[config.mk]
export PLATFORM = sky130hd
export DESIGN_NAME = gl_ppm_merge_flat
export DESIGN_NICKNAME = d
export VERILOG_FILES = /design/src/gl_ppm_pkg.sv /design/src/gl_ppm_if.sv /design/src/gl_ppm_merge.sv /design/src/flat_wrapper.sv
export VERILOG_INCLUDE_DIRS = /design/src /design/src/src
export SDC_FILE = /design/constraint.sdc
export NUM_CORES = 1
export LEC_CHECK = 0
export ABC_AREA = 1
export BUFFER_PORTS_ARGS = -buffer_cell sky130_fd_sc_hd__buf_2
export CAP_MARGIN = 20
export CORE_AREA = 4 4 254 256
export CTS_CLUSTER_DIAMETER = 60
export DETAILED_ROUTE_END_ITERATION = 8
export DIE_AREA = 0 0 258 260
export HOLD_SLACK_MARGIN = 0.15
export PLACE_DENSITY = 0.55
export SYNTH_ARGS = -nofsm -noshare
export SYNTH_HDL_FRONTEND = slang
export SYNTH_SLANG_ARGS = --single-unit
export TNS_END_PERCENT = 30
[constraint.sdc]
create_clock -name clk -period 19.3 [get_ports clk]
set_input_delay 0.965 -clock clk [delete_from_list [all_inputs] [get_ports clk]]
set_output_delay 0.965 -clock clk [all_outputs]
set_load 0.005 [all_outputs]
[src/assert_macros.svh]
// ---------------------------------------------------------------------------
// assert_macros.svh
// Assertion macros shared by the projection block
// ---------------------------------------------------------------------------
`ifndef ASSERT_MACROS_SVH
`define ASSERT_MACROS_SVH

`ifndef ASSERT_OFF
// checked at every rising edge of clk, off while rst_n is low
`define ASSERT_CHK(lbl, prop, msg) \
  lbl: assert property (@(posedge clk) disable iff (!rst_n) prop) else $error(msg);
// checked at every rising edge of clk, reset included
`define ASSERT_NOW(lbl, prop, msg) \
  lbl: assert property (@(posedge clk) prop) else $error(msg);
`else
`define ASSERT_CHK(lbl, prop, msg)
`define ASSERT_NOW(lbl, prop, msg)
`endif

`endif

[src/gl_ppm_pkg.sv]
// ---------------------------------------------------------------------------
// gl_ppm_pkg
// Types, constants and fixed-point helpers of the camera-to-clip projection
// ---------------------------------------------------------------------------
package gl_ppm_pkg;

  localparam int WORD_BITS = 32;
  localparam int FRAC_BITS = 16;

  localparam int PROD_W = 2 * WORD_BITS;
  localparam int RND_W  = PROD_W - FRAC_BITS;
  localparam int DIV_NW = WORD_BITS + 2 * FRAC_BITS + 2;
  localparam int DIV_CW = $clog2(DIV_NW + 1);
  localparam int SAT_W  = ((DIV_NW > PROD_W) ? DIV_NW : PROD_W) + 2;

  localparam int SQ_PER_STG = 2;
  localparam int SQ_STG     = (WORD_BITS + SQ_PER_STG - 1) / SQ_PER_STG;

  localparam int LANES     = 4;
  localparam int ROW_W     = 2;
  localparam int CFG_IDX_W = 3;

  typedef logic signed [WORD_BITS-1:0] word_t;
  typedef logic signed [PROD_W-1:0]    prod_t;
  typedef logic signed [RND_W-1:0]     rnd_t;
  typedef logic signed [SAT_W-1:0]     wide_t;

  // register indexes
  localparam logic [CFG_IDX_W-1:0] REG_LEFT   = 3'd0;
  localparam logic [CFG_IDX_W-1:0] REG_RIGHT  = 3'd1;
  localparam logic [CFG_IDX_W-1:0] REG_BOTTOM = 3'd2;
  localparam logic [CFG_IDX_W-1:0] REG_TOP    = 3'd3;
  localparam logic [CFG_IDX_W-1:0] REG_NEAR   = 3'd4;
  localparam logic [CFG_IDX_W-1:0] REG_FAR    = 3'd5;

  localparam logic [ROW_W-1:0] LAST_ROW = 2'd3;

  localparam longint FX_ONE     = longint'(1) << FRAC_BITS;
  localparam word_t  RST_LEFT   = word_t'(-FX_ONE);
  localparam word_t  RST_RIGHT  = word_t'(FX_ONE);
  localparam word_t  RST_BOTTOM = word_t'(-FX_ONE);
  localparam word_t  RST_TOP    = word_t'(FX_ONE);
  localparam word_t  RST_NEAR   = word_t'((FX_ONE + 5) / 10);
  localparam word_t  RST_FAR    = word_t'(100 * FX_ONE);

  localparam word_t WORD_MAX = word_t'({1'b0, {(WORD_BITS-1){1'b1}}});
  localparam word_t WORD_MIN = word_t'({1'b1, {(WORD_BITS-1){1'b0}}});
  localparam prod_t RND_HALF = prod_t'(1) << (FRAC_BITS - 1);
  localparam logic [PROD_W-1:0] SQ_ONE = PROD_W'(1) << (PROD_W - 2);

  typedef struct packed {
    word_t c0;
    word_t c1;
    word_t c2;
    word_t c3;
  } row_t;

  typedef struct packed {
    row_t r0;
    row_t r1;
    row_t r2;
  } mat_t;

  typedef struct packed {
    word_t o00;
    word_t o03;
    word_t o11;
    word_t o13;
    word_t o22;
    word_t o23;
    word_t k;
    word_t fn;
    logic  err;
  } coef_t;

  typedef struct packed {
    word_t r0;
    word_t r1;
    word_t r2;
    word_t r3;
    logic  err;
  } lane_out_t;

  typedef struct packed {
    logic  err;
    word_t val;
  } sat_t;

  function automatic sat_t sat_word(input wide_t v);
    sat_t s;
    logic [SAT_W-WORD_BITS:0] hi;
    hi = v[SAT_W-1:WORD_BITS-1];
    if (hi == '0 || hi == '1) begin
      s.err = 1'b0;
      s.val = word_t'(v[WORD_BITS-1:0]);
    end else begin
      s.err = 1'b1;
      s.val = v[SAT_W-1] ? WORD_MIN : WORD_MAX;
    end
    return s;
  endfunction

  // exact product of two words
  function automatic prod_t mul_w(input word_t a, input word_t b);
    return prod_t'(a) * prod_t'(b);
  endfunction

  // round half up to FRAC_BITS fraction bits
  function automatic rnd_t rnd_q(input prod_t p);
    prod_t t;
    t = p + RND_HALF;
    return rnd_t'(t[PROD_W-1:FRAC_BITS]);
  endfunction

  function automatic word_t col_of(input row_t r, input int j);
    case (j)
      0:       return r.c0;
      1:       return r.c1;
      2:       return r.c2;
      default: return r.c3;
    endcase
  endfunction

endpackage

[src/gl_ppm_if.sv]


interface gl_ppm_out_if;
  import gl_ppm_pkg::*;

  logic             valid;
  logic             ready;
  logic [ROW_W-1:0] row_index;
  word_t            out_c0, out_c1, out_c2, out_c3;
  logic             last_row;
  logic             range_error;

  modport source (
    output valid, row_index, out_c0, out_c1, out_c2, out_c3, last_row, range_error,
    input  ready
  );
  modport sink (
    input  valid, row_index, out_c0, out_c1, out_c2, out_c3, last_row, range_error,
    output ready
  );
endinterface

[src/gl_ppm_merge.sv]
// ---------------------------------------------------------------------------
// gl_ppm_merge
// Gathers the four lane columns into rows and sends them one row per
// transfer; its state sets the advance of the whole pipeline
// ---------------------------------------------------------------------------
`include "assert_macros.svh"

module gl_ppm_merge (
  input  logic                  clk,
  input  logic                  rst_n,
  input  logic                  in_valid,
  input  gl_ppm_pkg::lane_out_t lanes [gl_ppm_pkg::LANES],
  input  logic                  err_in,
  output logic                  adv,
  gl_ppm_out_if.source          out
);
  import gl_ppm_pkg::*;

  logic             valid_r;
  logic [ROW_W-1:0] row_r;
  row_t             buf_r [4];
  logic             err_r;
  logic             any_err;

  assign adv     = !valid_r || (out.ready && row_r == LAST_ROW);
  assign any_err = err_in | lanes[0].err | lanes[1].err | lanes[2].err | lanes[3].err;

  always_ff @(posedge clk) begin
    if (!rst_n) begin
      valid_r <= 1'b0;
      row_r   <= '0;
    end else if (adv) begin
      valid_r <= in_valid;
      row_r   <= '0;
    end else if (out.ready) begin
      row_r   <= row_r + 1'b1;
    end
  end

  // rows shift up after each transfer so row 0 always faces the port
  always_ff @(posedge clk) begin
    if (adv) begin
      buf_r[0] <= '{lanes[0].r0, lanes[1].r0, lanes[2].r0, lanes[3].r0};
      buf_r[1] <= '{lanes[0].r1, lanes[1].r1, lanes[2].r1, lanes[3].r1};
      buf_r[2] <= '{lanes[0].r2, lanes[1].r2, lanes[2].r2, lanes[3].r2};
      buf_r[3] <= '{lanes[0].r3, lanes[1].r3, lanes[2].r3, lanes[3].r3};
      err_r    <= any_err;
    end else if (out.ready) begin
      buf_r[0] <= buf_r[1];
      buf_r[1] <= buf_r[2];
      buf_r[2] <= buf_r[3];
    end
  end

  assign out.valid       = valid_r;
  assign out.row_index   = row_r;
  assign out.out_c0      = buf_r[0].c0;
  assign out.out_c1      = buf_r[0].c1;
  assign out.out_c2      = buf_r[0].c2;
  assign out.out_c3      = buf_r[0].c3;
  assign out.last_row    = (row_r == LAST_ROW);
  assign out.range_error = err_r;

  `ASSERT_CHK(a_rows_follow, (out.valid && out.ready && !out.last_row) |=> (out.valid && (out.row_index == $past(out.row_index) + 2'd1)), "row sequence broken")

endmodule

[src/flat_wrapper.sv]
// flat-port wrapper written by rule: the top's interface ports become plain ports
module gl_ppm_merge_flat import gl_ppm_pkg::*;
  (clk, rst_n, in_valid, lanes, err_in, adv, out_valid, out_row_index, out_out_c0, out_out_c1, out_out_c2, out_out_c3, out_last_row, out_range_error, out_ready);
  gl_ppm_out_if out_i ();
  input  logic clk;
  input  logic rst_n;
  input  logic in_valid;
  input  gl_ppm_pkg::lane_out_t lanes[gl_ppm_pkg::LANES];
  input  logic err_in;
  output logic adv;
  output wire logic [$bits(out_i.valid)-1:0] out_valid;
  output wire logic [$bits(out_i.row_index)-1:0] out_row_index;
  output wire logic [$bits(out_i.out_c0)-1:0] out_out_c0;
  output wire logic [$bits(out_i.out_c1)-1:0] out_out_c1;
  output wire logic [$bits(out_i.out_c2)-1:0] out_out_c2;
  output wire logic [$bits(out_i.out_c3)-1:0] out_out_c3;
  output wire logic [$bits(out_i.last_row)-1:0] out_last_row;
  output wire logic [$bits(out_i.range_error)-1:0] out_range_error;
  input wire logic [$bits(out_i.ready)-1:0] out_ready;
  assign out_valid = out_i.valid;
  assign out_row_index = out_i.row_index;
  assign out_out_c0 = out_i.out_c0;
  assign out_out_c1 = out_i.out_c1;
  assign out_out_c2 = out_i.out_c2;
  assign out_out_c3 = out_i.out_c3;
  assign out_last_row = out_i.last_row;
  assign out_range_error = out_i.range_error;
  assign out_i.ready = out_ready;
  gl_ppm_merge u_core (.clk(clk), .rst_n(rst_n), .in_valid(in_valid), .lanes(lanes), .err_in(err_in), .adv(adv), .out(out_i));
endmodule
==> flow_results.xml <==
<?xml version="1.0" encoding="UTF-8"?>
<metrics>
  <group name="run_status">
    <metric name="status" unit="">finished, violations left</metric>
    <metric name="violations" unit="">max-slew violations</metric>
  </group>
  <group name="pwr">
    <metric name="cellPowerDensity" unit="nW/um^2">99.86</metric>
    <metric name="p_leak" unit="uW">0.01221</metric>
    <metric name="vdd_ir_drop_max" unit="mV">0.06256</metric>
  </group>
  <group name="cells_and_area">
    <metric name="layout.cells.most_common" unit="">nand2_1</metric>
    <metric name="most_frequent_cells_in_the_layout" unit="">776 x nand2_1, 653 x buf_2, 513 x edfxtp_1</metric>
    <metric name="design_area" unit="um^2">27260</metric>
    <metric name="final_layout_size_suffix_gt1_frac" unit="">0.3061</metric>
    <metric name="post_synthesis_to_final_layout_area_growth" unit="%">25.78</metric>
    <metric name="finalNetCount" unit="">2945</metric>
  </group>
  <group name="synth">
    <metric name="net_count_after_synthesis" unit="">2384</metric>
    <metric name="post_synth_edffs" unit="">513</metric>
    <metric name="yosys_register_bits" unit="">516</metric>
    <metric name="mappedNetlistArea" unit="um^2">21680</metric>
    <metric name="yosys.cell_types.count" unit="">15</metric>
    <metric name="synthesized_netlist_cell_count" unit="">1862</metric>
    <metric name="asyncSetResetFlopFracSynth" unit="">0</metric>
    <metric name="synth_area_per_cell" unit="um^2">11.64</metric>
    <metric name="synth_seq_area_share" unit="">0.7134</metric>
    <metric name="yosys_most_used_dff" unit="">edfxtp_1</metric>
    <metric name="ys_warn_count" unit="">0</metric>
  </group>
  <group name="placed_design">
    <metric name="routabilityCongestion" unit="">0.8454</metric>
    <metric name="place_hpwl" unit="um">46230</metric>
    <metric name="post_dp_cell_area" unit="um^2">25390</metric>
    <metric name="io_buffers" unit="">654</metric>
  </group>
  <group name="floorplanning">
    <metric name="initial_utilization" unit="">0.3468</metric>
    <metric name="fp.dieH" unit="um">260</metric>
    <metric name="floorplan.die_area" unit="um^2">67080</metric>
    <metric name="design.portCount" unit="">655</metric>
    <metric name="rows" unit="">92</metric>
    <metric name="fp.coreArea" unit="um^2">62500</metric>
    <metric name="die_w" unit="um">258</metric>
  </group>
  <group name="setup_path">
    <metric name="critPathMaxFanout" unit="">146</metric>
    <metric name="timing.setup.critical_path_class" unit="">input port to flip-flop</metric>
    <metric name="timing.critical_path.cells" unit="">buf_8, inv_1, nand2_4, buf_4, buf_4</metric>
    <metric name="path_delay_family" unit="">buffers and inverters</metric>
    <metric name="max_stage_delay" unit="ns">0.86</metric>
    <metric name="crit_required" unit="ns">19.51</metric>
    <metric name="critical_path.startpoint_type" unit="">input port</metric>
    <metric name="crit_path_top_delay_cell" unit="">buf_4</metric>
    <metric name="crit_path_dat" unit="ns">4.51</metric>
    <metric name="setup.worst_path.end_class" unit="">flip-flop</metric>
    <metric name="critical-path-top-cell-by-count" unit="">buf_4</metric>
    <metric name="cp_num_buf_inv" unit="">4</metric>
  </group>
  <group name="min_path">
    <metric name="hold_path_class" unit="">input port to flip-flop</metric>
  </group>
  <group name="global_route">
    <metric name="grt_pass1_vias" unit="">16487</metric>
    <metric name="antenna_violations_before_repair" unit="">38</metric>
    <metric name="total_routing_usage_reported_by_global_routing" unit="">0.1915</metric>
    <metric name="global_route.overflow_total" unit="">0</metric>
    <metric name="grt_first_pass_wirelength" unit="um">99670</metric>
    <metric name="grt_start_max_net_pins" unit="">240</metric>
  </group>
  <group name="timing">
    <metric name="max_slew.worst_pin.slew" unit="ns">1.593</metric>
    <metric name="final_period_minus_worst_setup_slack" unit="ns">4.305</metric>
    <metric name="report.final.setup_viol" unit="">0</metric>
    <metric name="fmax" unit="MHz">232.3</metric>
    <metric name="grt_setup_unrepaired" unit="">no</metric>
    <metric name="final.setup_skew" unit="ns">0.01783</metric>
    <metric name="worst_slew_margin_rel" unit="">-0.06178</metric>
    <metric name="setup-tns-final" unit="ns">0</metric>
    <metric name="finalHoldViolCount" unit="">0</metric>
    <metric name="min_period_over_period" unit="">0.2231</metric>
    <metric name="final-max-slew-violation-count" unit="">119</metric>
    <metric name="hold-worst-slack" unit="ns">0.5366</metric>
  </group>
  <group name="run">
    <metric name="cap_violations" unit="">0</metric>
  </group>
  <group name="detailed_routing">
    <metric name="met2_length" unit="um">33840</metric>
    <metric name="route.vias.total" unit="">16497</metric>
    <metric name="antenna_left" unit="">0</metric>
    <metric name="drt-wirelength-per-cell" unit="um">20.39</metric>
    <metric name="via_per_inst" unit="">4.936</metric>
    <metric name="drtIter0Drc" unit="">1288</metric>
    <metric name="postRouteWirelength" unit="um">68160</metric>
    <metric name="highest_signal_layer_in_the_routed_design" unit="">met5</metric>
    <metric name="route.met3.wl" unit="um">4130</metric>
    <metric name="met1Wirelength" unit="um">27730</metric>
    <metric name="detail_route.first_pass.iterations" unit="">8</metric>
    <metric name="post-route-drc-count" unit="">0</metric>
  </group>
  <group name="clocking">
    <metric name="root_buffer" unit="">clkbuf_16</metric>
    <metric name="cts.reportedPaths.clkPinSlew" unit="ns">0.06</metric>
    <metric name="max-clock-path-buffers" unit="">3</metric>
    <metric name="cts_hold_buffers" unit="">0</metric>
    <metric name="latest_clock_arrival_within_the_worst_skew_pair" unit="ns">0.60</metric>
    <metric name="cts.repair_timing.setup_buffer_count" unit="">0</metric>
    <metric name="htreeDepth" unit="">2</metric>
    <metric name="postCtsResizedCells" unit="">0</metric>
    <metric name="clock_sinks" unit="">516</metric>
    <metric name="cts-buffers-inserted" unit="">57</metric>
    <metric name="tritoncts" unit="">done</metric>
  </group>
</metrics>
registers in the layout (all words and copies together), names as in the netlist:
name                    count
u_core.out.range_error      1
u_core.out.valid            1
u_core.buf_r              512
u_core.out.row_index        2
per-layer routing:
metal	vias up	GRT usage
li1	7958	-
met1	7825	0.2471
met2	555	0.3154
met3	137	0.04197
met4	22	0.07747
met5	-	0
power breakdown:
group / leakage (uW) / switching (uW) / internal [uW]
Sequential: 0.00531 / 38.6 / 1380
Combinational: 0.00604 / 172 / 104
Clock: 0.000860 / 444 / 585
metrics by stage:
stage | setup slack [ns] | utilization | power [uW] | std cells
2_1_floorplan | 9.041 | - | 1590 | 1862
3_3_place_gp | 14.50 | 0.4062 | 1712 | 3208
3_5_place_dp | 14.42 | 0.4062 | 1718 | 3208
4_1_cts | 15.06 | 0.4343 | 2756 | 3314
5_1_grt | 14.70 | 0.4359 | 2839 | 3335
6_report | 14.99 | 0.4362 | 2723 | 3342
cells by family (layout without fill, tap and decap cells):
| kind of cell | Yosys count | in the layout | synth area share |
|---|---|---|---|
| other cells | 0 | 26 | 0 |
| fa+ha+maj | 1 | 1 | 0.0005771 |
| simple gates | 1170 | 1170 | 0.2473 |
| buf+inv | 175 | 783 | 0.03867 |
| flops | 516 | 516 | 0.7134 |
final timing paths:
kind	depth (start not counted)	start	slack [ns]	end
setup / recovery	5	out_ready	14.99	u_core.buf_r[2][75]
hold / removal	1	lanes[147]	0.54	u_core.buf_r[3][49]
setup reg to reg	6	u_core.out.row_index[0]	15.66	u_core.buf_r[1][21]
hold reg to reg	4	u_core.out.row_index[1]	0.56	u_core.out.row_index[1]
synth_stat cells, types with 3 or more instances:
library cell	count	area, um^2
buf_2	142	710.7
clkbuf_1	26	97.59
dfxtp_1	3	60.06
edfxtp_1	513	15400
inv_1	4	15.01
nand2_1	778	2920
nand4_1	384	2402
nor2_1	5	18.77
area by class of cell:
class | instances | area [um^2]
antenna | 26 | 65.06
clock buffer | 72 | 1525
clock inverter | 34 | 229.0
fill | 6008 | 35240
inverter | 5 | 26.28
multi-input combinational | 1171 | 5396
sequential | 516 | 15470
tap | 846 | 1059
timing repair buffer | 672 | 3496
No activity file was read; power rests on OpenSTA's default activity.
