$ cat src/assert_macros.svh
// ---------------------------------------------------------------------------
// assert_macros.svh
// Assertion macros shared by the projection block
// ---------------------------------------------------------------------------
`ifndef ASSERT_MACROS_SVH
`define ASSERT_MACROS_SVH

`ifndef ASSERT_OFF
// checked at every rising edge of clk, off while rst_n is low
`define ASSERT_CHK(lbl, prop, msg) \
  lbl: assert property (@(posedge clk) disable iff (!rst_n) prop) else $error(msg);
// checked at every rising edge of clk, reset included
`define ASSERT_NOW(lbl, prop, msg) \
  lbl: assert property (@(posedge clk) prop) else $error(msg);
`else
`define ASSERT_CHK(lbl, prop, msg)
`define ASSERT_NOW(lbl, prop, msg)
`endif

`endif

$ cat src/gl_ppm_pkg.sv
// ---------------------------------------------------------------------------
// gl_ppm_pkg
// Types, constants and fixed-point helpers of the camera-to-clip projection
// ---------------------------------------------------------------------------
package gl_ppm_pkg;

  localparam int WORD_BITS = 32;
  localparam int FRAC_BITS = 16;

  localparam int PROD_W = 2 * WORD_BITS;
  localparam int RND_W  = PROD_W - FRAC_BITS;
  localparam int DIV_NW = WORD_BITS + 2 * FRAC_BITS + 2;
  localparam int DIV_CW = $clog2(DIV_NW + 1);
  localparam int SAT_W  = ((DIV_NW > PROD_W) ? DIV_NW : PROD_W) + 2;

  localparam int SQ_PER_STG = 2;
  localparam int SQ_STG     = (WORD_BITS + SQ_PER_STG - 1) / SQ_PER_STG;

  localparam int LANES     = 4;
  localparam int ROW_W     = 2;
  localparam int CFG_IDX_W = 3;

  typedef logic signed [WORD_BITS-1:0] word_t;
  typedef logic signed [PROD_W-1:0]    prod_t;
  typedef logic signed [RND_W-1:0]     rnd_t;
  typedef logic signed [SAT_W-1:0]     wide_t;

  // register indexes
  localparam logic [CFG_IDX_W-1:0] REG_LEFT   = 3'd0;
  localparam logic [CFG_IDX_W-1:0] REG_RIGHT  = 3'd1;
  localparam logic [CFG_IDX_W-1:0] REG_BOTTOM = 3'd2;
  localparam logic [CFG_IDX_W-1:0] REG_TOP    = 3'd3;
  localparam logic [CFG_IDX_W-1:0] REG_NEAR   = 3'd4;
  localparam logic [CFG_IDX_W-1:0] REG_FAR    = 3'd5;

  localparam logic [ROW_W-1:0] LAST_ROW = 2'd3;

  localparam longint FX_ONE     = longint'(1) << FRAC_BITS;
  localparam word_t  RST_LEFT   = word_t'(-FX_ONE);
  localparam word_t  RST_RIGHT  = word_t'(FX_ONE);
  localparam word_t  RST_BOTTOM = word_t'(-FX_ONE);
  localparam word_t  RST_TOP    = word_t'(FX_ONE);
  localparam word_t  RST_NEAR   = word_t'((FX_ONE + 5) / 10);
  localparam word_t  RST_FAR    = word_t'(100 * FX_ONE);

  localparam word_t WORD_MAX = word_t'({1'b0, {(WORD_BITS-1){1'b1}}});
  localparam word_t WORD_MIN = word_t'({1'b1, {(WORD_BITS-1){1'b0}}});
  localparam prod_t RND_HALF = prod_t'(1) << (FRAC_BITS - 1);
  localparam logic [PROD_W-1:0] SQ_ONE = PROD_W'(1) << (PROD_W - 2);

  typedef struct packed {
    word_t c0;
    word_t c1;
    word_t c2;
    word_t c3;
  } row_t;

  typedef struct packed {
    row_t r0;
    row_t r1;
    row_t r2;
  } mat_t;

  typedef struct packed {
    word_t o00;
    word_t o03;
    word_t o11;
    word_t o13;
    word_t o22;
    word_t o23;
    word_t k;
    word_t fn;
    logic  err;
  } coef_t;

  typedef struct packed {
    word_t r0;
    word_t r1;
    word_t r2;
    word_t r3;
    logic  err;
  } lane_out_t;

  typedef struct packed {
    logic  err;
    word_t val;
  } sat_t;

  function automatic sat_t sat_word(input wide_t v);
    sat_t s;
    logic [SAT_W-WORD_BITS:0] hi;
    hi = v[SAT_W-1:WORD_BITS-1];
    if (hi == '0 || hi == '1) begin
      s.err = 1'b0;
      s.val = word_t'(v[WORD_BITS-1:0]);
    end else begin
      s.err = 1'b1;
      s.val = v[SAT_W-1] ? WORD_MIN : WORD_MAX;
    end
    return s;
  endfunction

  // exact product of two words
  function automatic prod_t mul_w(input word_t a, input word_t b);
    return prod_t'(a) * prod_t'(b);
  endfunction

  // round half up to FRAC_BITS fraction bits
  function automatic rnd_t rnd_q(input prod_t p);
    prod_t t;
    t = p + RND_HALF;
    return rnd_t'(t[PROD_W-1:FRAC_BITS]);
  endfunction

  function automatic word_t col_of(input row_t r, input int j);
    case (j)
      0:       return r.c0;
      1:       return r.c1;
      2:       return r.c2;
      default: return r.c3;
    endcase
  endfunction

endpackage

$ cat src/gl_ppm_coef.sv
// ---------------------------------------------------------------------------
// gl_ppm_coef
// Window registers and the coefficient unit: six bit-serial divisions for
// the orthographic matrix, then -(far+near) and far*near
// ---------------------------------------------------------------------------
`include "assert_macros.svh"

module gl_ppm_coef (
  input  logic                                 clk,
  input  logic                                 rst_n,
  input  logic                                 cfg_we,
  input  logic [gl_ppm_pkg::CFG_IDX_W-1:0]     cfg_index,
  input  gl_ppm_pkg::word_t                    cfg_data,
  output gl_ppm_pkg::coef_t                    coef,
  output logic                                 ready
);
  import gl_ppm_pkg::*;

  typedef enum logic [2:0] {ST_LOAD, ST_RUN, ST_FIN, ST_MUL, ST_CLOSE, ST_DONE} state_t;

  localparam logic [2:0] Q_O00 = 3'd0;
  localparam logic [2:0] Q_O03 = 3'd1;
  localparam logic [2:0] Q_O11 = 3'd2;
  localparam logic [2:0] Q_O13 = 3'd3;
  localparam logic [2:0] Q_O22 = 3'd4;
  localparam logic [2:0] Q_O23 = 3'd5;

  localparam logic signed [DIV_NW-1:0] DIV_TWO = DIV_NW'(2) << (2 * FRAC_BITS);

  state_t                state_r;
  logic [2:0]            idx_r;
  logic [DIV_CW-1:0]     cnt_r;
  logic [DIV_NW-1:0]     num_r;
  logic [WORD_BITS:0]    den_r;
  logic [WORD_BITS:0]    rem_r;
  logic [DIV_NW-1:0]     quo_r;
  logic                  neg_r;
  logic                  dzero_r;
  word_t                 left_r, right_r, bottom_r, top_r, near_r, far_r;
  word_t                 q_r [6];
  logic [5:0]            qerr_r;
  prod_t                 prod_r;
  word_t                 k_r, fn_r;
  logic                  kerr_r, fnerr_r;

  logic signed [WORD_BITS:0]  a_w, b_w, sum_w, den_w;
  logic signed [DIV_NW-1:0]   num_w;
  logic [DIV_NW-1:0]          num_mag;
  logic [WORD_BITS:0]         den_mag;
  logic [WORD_BITS+1:0]       rem2;
  logic                       ge;
  logic                       up;
  logic [DIV_NW:0]            qr;
  wide_t                      qs;
  sat_t                       q_sat, k_sat, fn_sat;
  logic                       cfg_hit;

  assign cfg_hit = cfg_we && (cfg_index <= REG_FAR);

  // operands of the current quotient: hi and lo bounds of one axis
  always_comb begin
    a_w = '0;
    b_w = '0;
    case (idx_r)
      Q_O00, Q_O03: begin a_w = {right_r[WORD_BITS-1], right_r};
                          b_w = {left_r[WORD_BITS-1], left_r}; end
      Q_O11, Q_O13: begin a_w = {top_r[WORD_BITS-1], top_r};
                          b_w = {bottom_r[WORD_BITS-1], bottom_r}; end
      default:      begin a_w = {far_r[WORD_BITS-1], far_r};
                          b_w = {near_r[WORD_BITS-1], near_r}; end
    endcase
    sum_w = a_w + b_w;
    case (idx_r)
      Q_O00, Q_O11: begin num_w = DIV_TWO;                       den_w = a_w - b_w; end
      Q_O22:        begin num_w = DIV_TWO;                       den_w = b_w - a_w; end
      default:      begin num_w = DIV_NW'(sum_w) <<< FRAC_BITS;  den_w = b_w - a_w; end
    endcase
    num_mag = num_w[DIV_NW-1] ? DIV_NW'(-num_w) : DIV_NW'(num_w);
    den_mag = den_w[WORD_BITS] ? (WORD_BITS+1)'(-den_w) : (WORD_BITS+1)'(den_w);

    rem2 = {rem_r, num_r[DIV_NW-1]};
    ge   = rem2 >= {1'b0, den_r};
    // round to nearest, halves away from zero: 2*rem >= den
    up   = {rem_r, 1'b0} >= {1'b0, den_r};
    qr   = {1'b0, quo_r} + (DIV_NW+1)'(up);
    qs   = neg_r ? -wide_t'(qr) : wide_t'(qr);
    q_sat  = sat_word(qs);
    k_sat  = sat_word(-(wide_t'(far_r) + wide_t'(near_r)));
    fn_sat = sat_word(wide_t'(rnd_q(prod_r)));
  end

  always_ff @(posedge clk) begin
    if (!rst_n) begin
      state_r  <= ST_LOAD;
      idx_r    <= '0;
      left_r   <= RST_LEFT;
      right_r  <= RST_RIGHT;
      bottom_r <= RST_BOTTOM;
      top_r    <= RST_TOP;
      near_r   <= RST_NEAR;
      far_r    <= RST_FAR;
    end else begin
      if (cfg_hit) begin
        // any register change restarts the whole coefficient run
        state_r <= ST_LOAD;
        idx_r   <= '0;
      end else begin
        case (state_r)
          ST_LOAD: begin
            num_r   <= num_mag;
            den_r   <= den_mag;
            neg_r   <= num_w[DIV_NW-1] ^ den_w[WORD_BITS];
            dzero_r <= (den_w == '0);
            rem_r   <= '0;
            quo_r   <= '0;
            cnt_r   <= DIV_CW'(DIV_NW);
            state_r <= ST_RUN;
          end
          ST_RUN: begin
            rem_r   <= ge ? (WORD_BITS+1)'(rem2 - {1'b0, den_r}) : (WORD_BITS+1)'(rem2);
            quo_r   <= {quo_r[DIV_NW-2:0], ge};
            num_r   <= num_r << 1;
            cnt_r   <= cnt_r - 1'b1;
            if (cnt_r == DIV_CW'(1)) state_r <= ST_FIN;
          end
          ST_FIN: begin
            q_r[idx_r]    <= dzero_r ? '0 : q_sat.val;
            qerr_r[idx_r] <= dzero_r | q_sat.err;
            if (idx_r == Q_O23) begin
              state_r <= ST_MUL;
            end else begin
              idx_r   <= idx_r + 1'b1;
              state_r <= ST_LOAD;
            end
          end
          ST_MUL: begin
            prod_r  <= mul_w(far_r, near_r);
            state_r <= ST_CLOSE;
          end
          ST_CLOSE: begin
            fn_r    <= fn_sat.val;
            fnerr_r <= fn_sat.err;
            k_r     <= k_sat.val;
            kerr_r  <= k_sat.err;
            state_r <= ST_DONE;
          end
          default: ;
        endcase
      end
      if (cfg_we) begin
        case (cfg_index)
          REG_LEFT:   left_r   <= cfg_data;
          REG_RIGHT:  right_r  <= cfg_data;
          REG_BOTTOM: bottom_r <= cfg_data;
          REG_TOP:    top_r    <= cfg_data;
          REG_NEAR:   near_r   <= cfg_data;
          REG_FAR:    far_r    <= cfg_data;
          default: ;
        endcase
      end
    end
  end

  assign coef.o00 = q_r[0];
  assign coef.o03 = q_r[1];
  assign coef.o11 = q_r[2];
  assign coef.o13 = q_r[3];
  assign coef.o22 = q_r[4];
  assign coef.o23 = q_r[5];
  assign coef.k   = k_r;
  assign coef.fn  = fn_r;
  assign coef.err = (|qerr_r) | kerr_r | fnerr_r;
  assign ready    = (state_r == ST_DONE);

  `ASSERT_NOW(a_cfg_drops_ready, (cfg_we && (cfg_index <= REG_FAR)) |=> !ready, "coefficients not rebuilt after write")

endmodule

$ cat config.mk
export PLATFORM = sky130hd
export DESIGN_NAME = gl_ppm_coef
export DESIGN_NICKNAME = d
export VERILOG_FILES = /design/src/gl_ppm_pkg.sv /design/src/gl_ppm_coef.sv
export VERILOG_INCLUDE_DIRS = /design/src /design/src/src
export SDC_FILE = /design/constraint.sdc
export NUM_CORES = 2
export LEC_CHECK = 0
export ABC_AREA = 1
export BUFFER_PORTS_ARGS = -buffer_cell sky130_fd_sc_hd__buf_2
export CORE_ASPECT_RATIO = 0.9
export CORE_MARGIN = 3
export CORE_UTILIZATION = 59
export CTS_CLUSTER_SIZE = 20
export DETAILED_ROUTE_END_ITERATION = 7
export PLACE_DENSITY = 0.82
export SLEW_MARGIN = 20
export SYNTH_ARGS = -nofsm -noshare
export SYNTH_HDL_FRONTEND = slang
export SYNTH_SLANG_ARGS = --single-unit
export TNS_END_PERCENT = 100
$ cat constraint.sdc
create_clock -name clk -period 16.75 [get_ports clk]
set_input_delay 3.35 -clock clk [delete_from_list [all_inputs] [get_ports clk]]
set_output_delay 3.35 -clock clk [all_outputs]
set_load 0.01 [all_outputs]
==> results list <==
- Fill cell total of the finished layout: 11,283
- Fin util: between 60 and 70%
* Starting density of the core: 59.66%
- For the pin with the worst max-slew slack, the measured transition is around 1.2 ns.
- Number of rows created at floorplan: 128
- Of all nets on the critical path, the largest fanout is 19.
- Across the whole layout, storage elements account for roughly 19,000 µm².
- Summing all multi-input logic gate instances after layout gives around 51,000 µm².
- Max-cap violations in this run came to 0.
- For this design the ratio of total power to cell area is between 70 and 80 nW/µm².
- Max-slew violations: 0
* CTS root buf: clkbuf_16
* Clock latency at the later pin of the worst-skew pair: slightly above 0.7 ns
* GR Util met1: around 48%
- Post-CTS setup buffer count: 0
- Routed wire length: between 200,000 and 250,000 µm
- Aggregate negative setup slack: 0 ns
- Counting every instance in the synthesized netlist gives between 10,000 and 15,000.
- Peak supply drop: 122.5 µV
- Most common flop cell mapped by yosys: edfxtp_1
* Worst-path clk slew: roughly 0.07 ns
- CTS built an H-tree with a depth of 3.
- First-pass GRT wire length: about 390,000 µm
- Total number of nets in the final design: between 10,000 and 15,000
- Entering global routing, the biggest net connects about 160 pins.
- GRT met3 Usage: about a tenth
- Path class of the lowest-slack min-delay path: reg -> reg
- Length of the first detailed-routing pass in iterations: 8
- Setup violations remaining at the end of the flow were counted as 0.
- In this run the tool buffered the top-level ports with a little under 300 buffer cells.
* Shortest clock period the worst path allows after layout: 9.215 ns
- The biggest area contributor in the post-synthesis netlist is fa_1.
- A synthesized cell averages just under 8 µm².
* Number of unique standard cell types used by synthesis: between 60 and 70
* TritonCTS Buffers: 76
- At the end of routability-driven placement, the weighted congestion stood at ~1.0.
- Met2 usage: between 50% and 60%
- The worst setup path is captured at a flop.
- The via count of the first global-routing pass is between 60,000 and 70,000.
- Number of nets in the synthesized netlist: approximately 12,000
- After synthesis, the cell types taking the most area are fa_1, edfxtp_1, inv_1.
- TritonCTS built the clock tree.
- Width of the die: roughly 400 µm
- The top cell types in the final layout, fill and taps aside, are inv_1, nand2_1, fa_1.
- Data on the critical path is required at its endpoint by around 17 ns.
* DRC violation count after routing: 1
- Height of the chip: about 360 µm
* Die Outline Area: between 100,000 and 150,000 µm²
- In this run, synthesis inferred roughly 500 flip-flops with an integrated enable.
- Setup repair after global routing left no endpoint under its margin.
- Static timing analysis puts the maximum clock frequency at roughly 0.11 GHz.
- Total overflow reported by the global router: 0
- Warnings from Yosys: 0
- After layout, the worst path uses a little under three fifths of the clock period.
- The mapped netlist covers about 81,000 µm².
* Drt first-iter violations: around 7,500
- Final hold viol count: 0
- Post-detailed-route wirelength per cell: 20.40 µm
- The run finished, with violations left.
* Number of hold buffers added after CTS: 0
* Seq/Total Area, Yosys: about a quarter
- Detailed placement ended at an HPWL of approximately 200,000 µm.
- Worst setup slack after placement: about 7.8 ns
* All-layer global routing usage: a little over a third
- Initial antenna violation count: 16
* Area share of the leading cell type in the synthesized netlist: 26.80%
* Most frequent standard cell in the layout excluding fill and tap cells: inv_1
- Summed over all cells, the static leakage comes to approximately 45 nW.
- Summing over every cut layer, the via total after detailed routing is ~70,000.
- Data arrival, critical path: roughly 9.7 ns
* Relative area change from synthesis to final layout: 7.260%
- Final ANT Viol Nets: 0
* Max clock buf depth: 3
* I/O pins: between 200 and 300
- Max Clock Skew: 0.04695 ns
* Std-Cell Core Area: 136,000 µm²
* Clk sinks: approximately 700
- The checks that failed: design-rule violations.
* Proportion of register bits with asynchronous set or reset after synthesis: 0%
- Share of post-route cells with drive strength above 1: 6.609%
- In the routed layout, each cell is associated on average with a via count of between 5 and 6.
- Counting flops and latches in the post-synthesis netlist gives around 700.
- Cts repair resizes: 0
- Worst rel slew slack: 22.81%
- Busiest metal layer after global routing: met2
- The worst setup path is of the reg -> reg kind.
- CP Launch Type: flop
- Final WS setup: between 7 and 8 ns
==> power by group <==
group | switching (mW) | internal [mW]
sequential | 0.0383 | 2.01
clock | 0.789 | 1.01
combinational | 1.93 | 0.902
total | 2.76 | 3.92
==> worst max-delay path, cell delays in order, from the launching register on <==
cell	delay, ns
dfxtp_1	0.68
buf_4	0.38
nand2_1	0.11
inv_1	0.10
fa_1	0.45
fa_1	0.50
fa_1	0.52
inv_1	0.06
fa_1	0.54
inv_1	0.05
fa_1	0.51
fa_1	0.44
fa_1	0.55
inv_1	0.05
fa_1	0.52
inv_1	0.04
ha_1	0.46
nand2_1	0.16
nor2_1	0.21
inv_1	0.10
nor3_1	0.50
nand2_1	0.14
o21ai_0	0.69
a21oi_1	0.26
o31ai_1	0.39
a21oi_1	0.19
o21ai_0	0.23
xor2_1	0.10
==> registers in the layout, indices dropped and copies added, names as in the netlist <==
signal and cells:
bottom_r 32, cnt_r 7, den_r 33, dzero_r 1
far_r 32, fn_r 32, fnerr_r 1, idx_r 3
k_r 32, kerr_r 1, left_r 32, near_r 32
neg_r 1, num_r 50, prod_r 49, q_r 192
qerr_r 6, quo_r 66, rem_r 33, right_r 32
state_r 3, top_r 32
==> through the flow <==
stage / power (mW) / cell area (µm²) / instances / hold slack [ns]
after global routing: 7.075 / 87010 / 12189 / 0.4703
after CTS: 6.616 / 86990 / 12184 / 0.4549
after global placement: 4.743 / 84320 / 12045 / 0.4376
after floorplan: 3.984 / 81120 / 10209 / 0.4296
final: 6.682 / 87010 / 12191 / 0.4535
after detailed placement: 4.814 / 84320 / 12045 / 0.4449
==> cell usage after synthesis, types with 7 or more instances <==
cell          n
nand4_1      87
nand2_1    2234
nor2_4       10
buf_2        10
inv_1      2440
a22oi_1      55
nor2_2       48
o21ai_1       7
edfxtp_1    504
nand3_1     237
o21bai_1     14
or2_2         7
o21a_1       84
o211ai_1     44
a21boi_0     10
a21o_1       12
clkinv_1      7
fa_1       1086
o2111ai_1     7
xnor2_1      84
inv_2        21
nand2_2      16
clkbuf_1    355
xor2_1      206
buf_1        17
ha_1        418
nor3_1      104
nand3b_1     19
o21ai_0     385
a31oi_1      26
o31ai_1      14
nand3_2       9
o22ai_1      10
nor4_1       32
a21oi_1     438
nor2_1      892
dfxtp_1     198
==> kinds of logic after synthesis <==
logic type      Yosys count  share of synthesized area [%]
xor+xnor                294                          3.225
compound gates         1138                          7.988
flops                   702                          23.54
fa+ha+maj              1504                          33.25
simple gates           3718                          18.75
buf+inv                2853                          13.24
==> cell type report <==
type                       instances  share of cell area (%)
antenna                            7                 0.02013
sequential                       702                   21.96
tap                             1820                   2.617
multi-input combinational       6654                   59.06
clock buffer                      99                   2.498
timing repair buffer             401                   2.629
clock inverter                    40                  0.5766
inverter                        2468                   10.65
==> layer usage <==
metal	wire length [µm]	vias up
li1	-	31019
met5	86	-
met3	30190	729
met4	12050	12
met1	99510	32684
met2	106800	3932
==> path summary, 6_finish.rpt <==
check	from	endpoint	slack (ns)	cells past startpoint
hold reg to reg	left_r[11]	left_r[11]	0.45	2
setup reg to reg	near_r[6]	prod_r[63]	7.53	27
hold / removal	left_r[11]	left_r[11]	0.45	2
setup / recovery	near_r[6]	prod_r[63]	7.53	27
(Power assumes the default switching activity.)
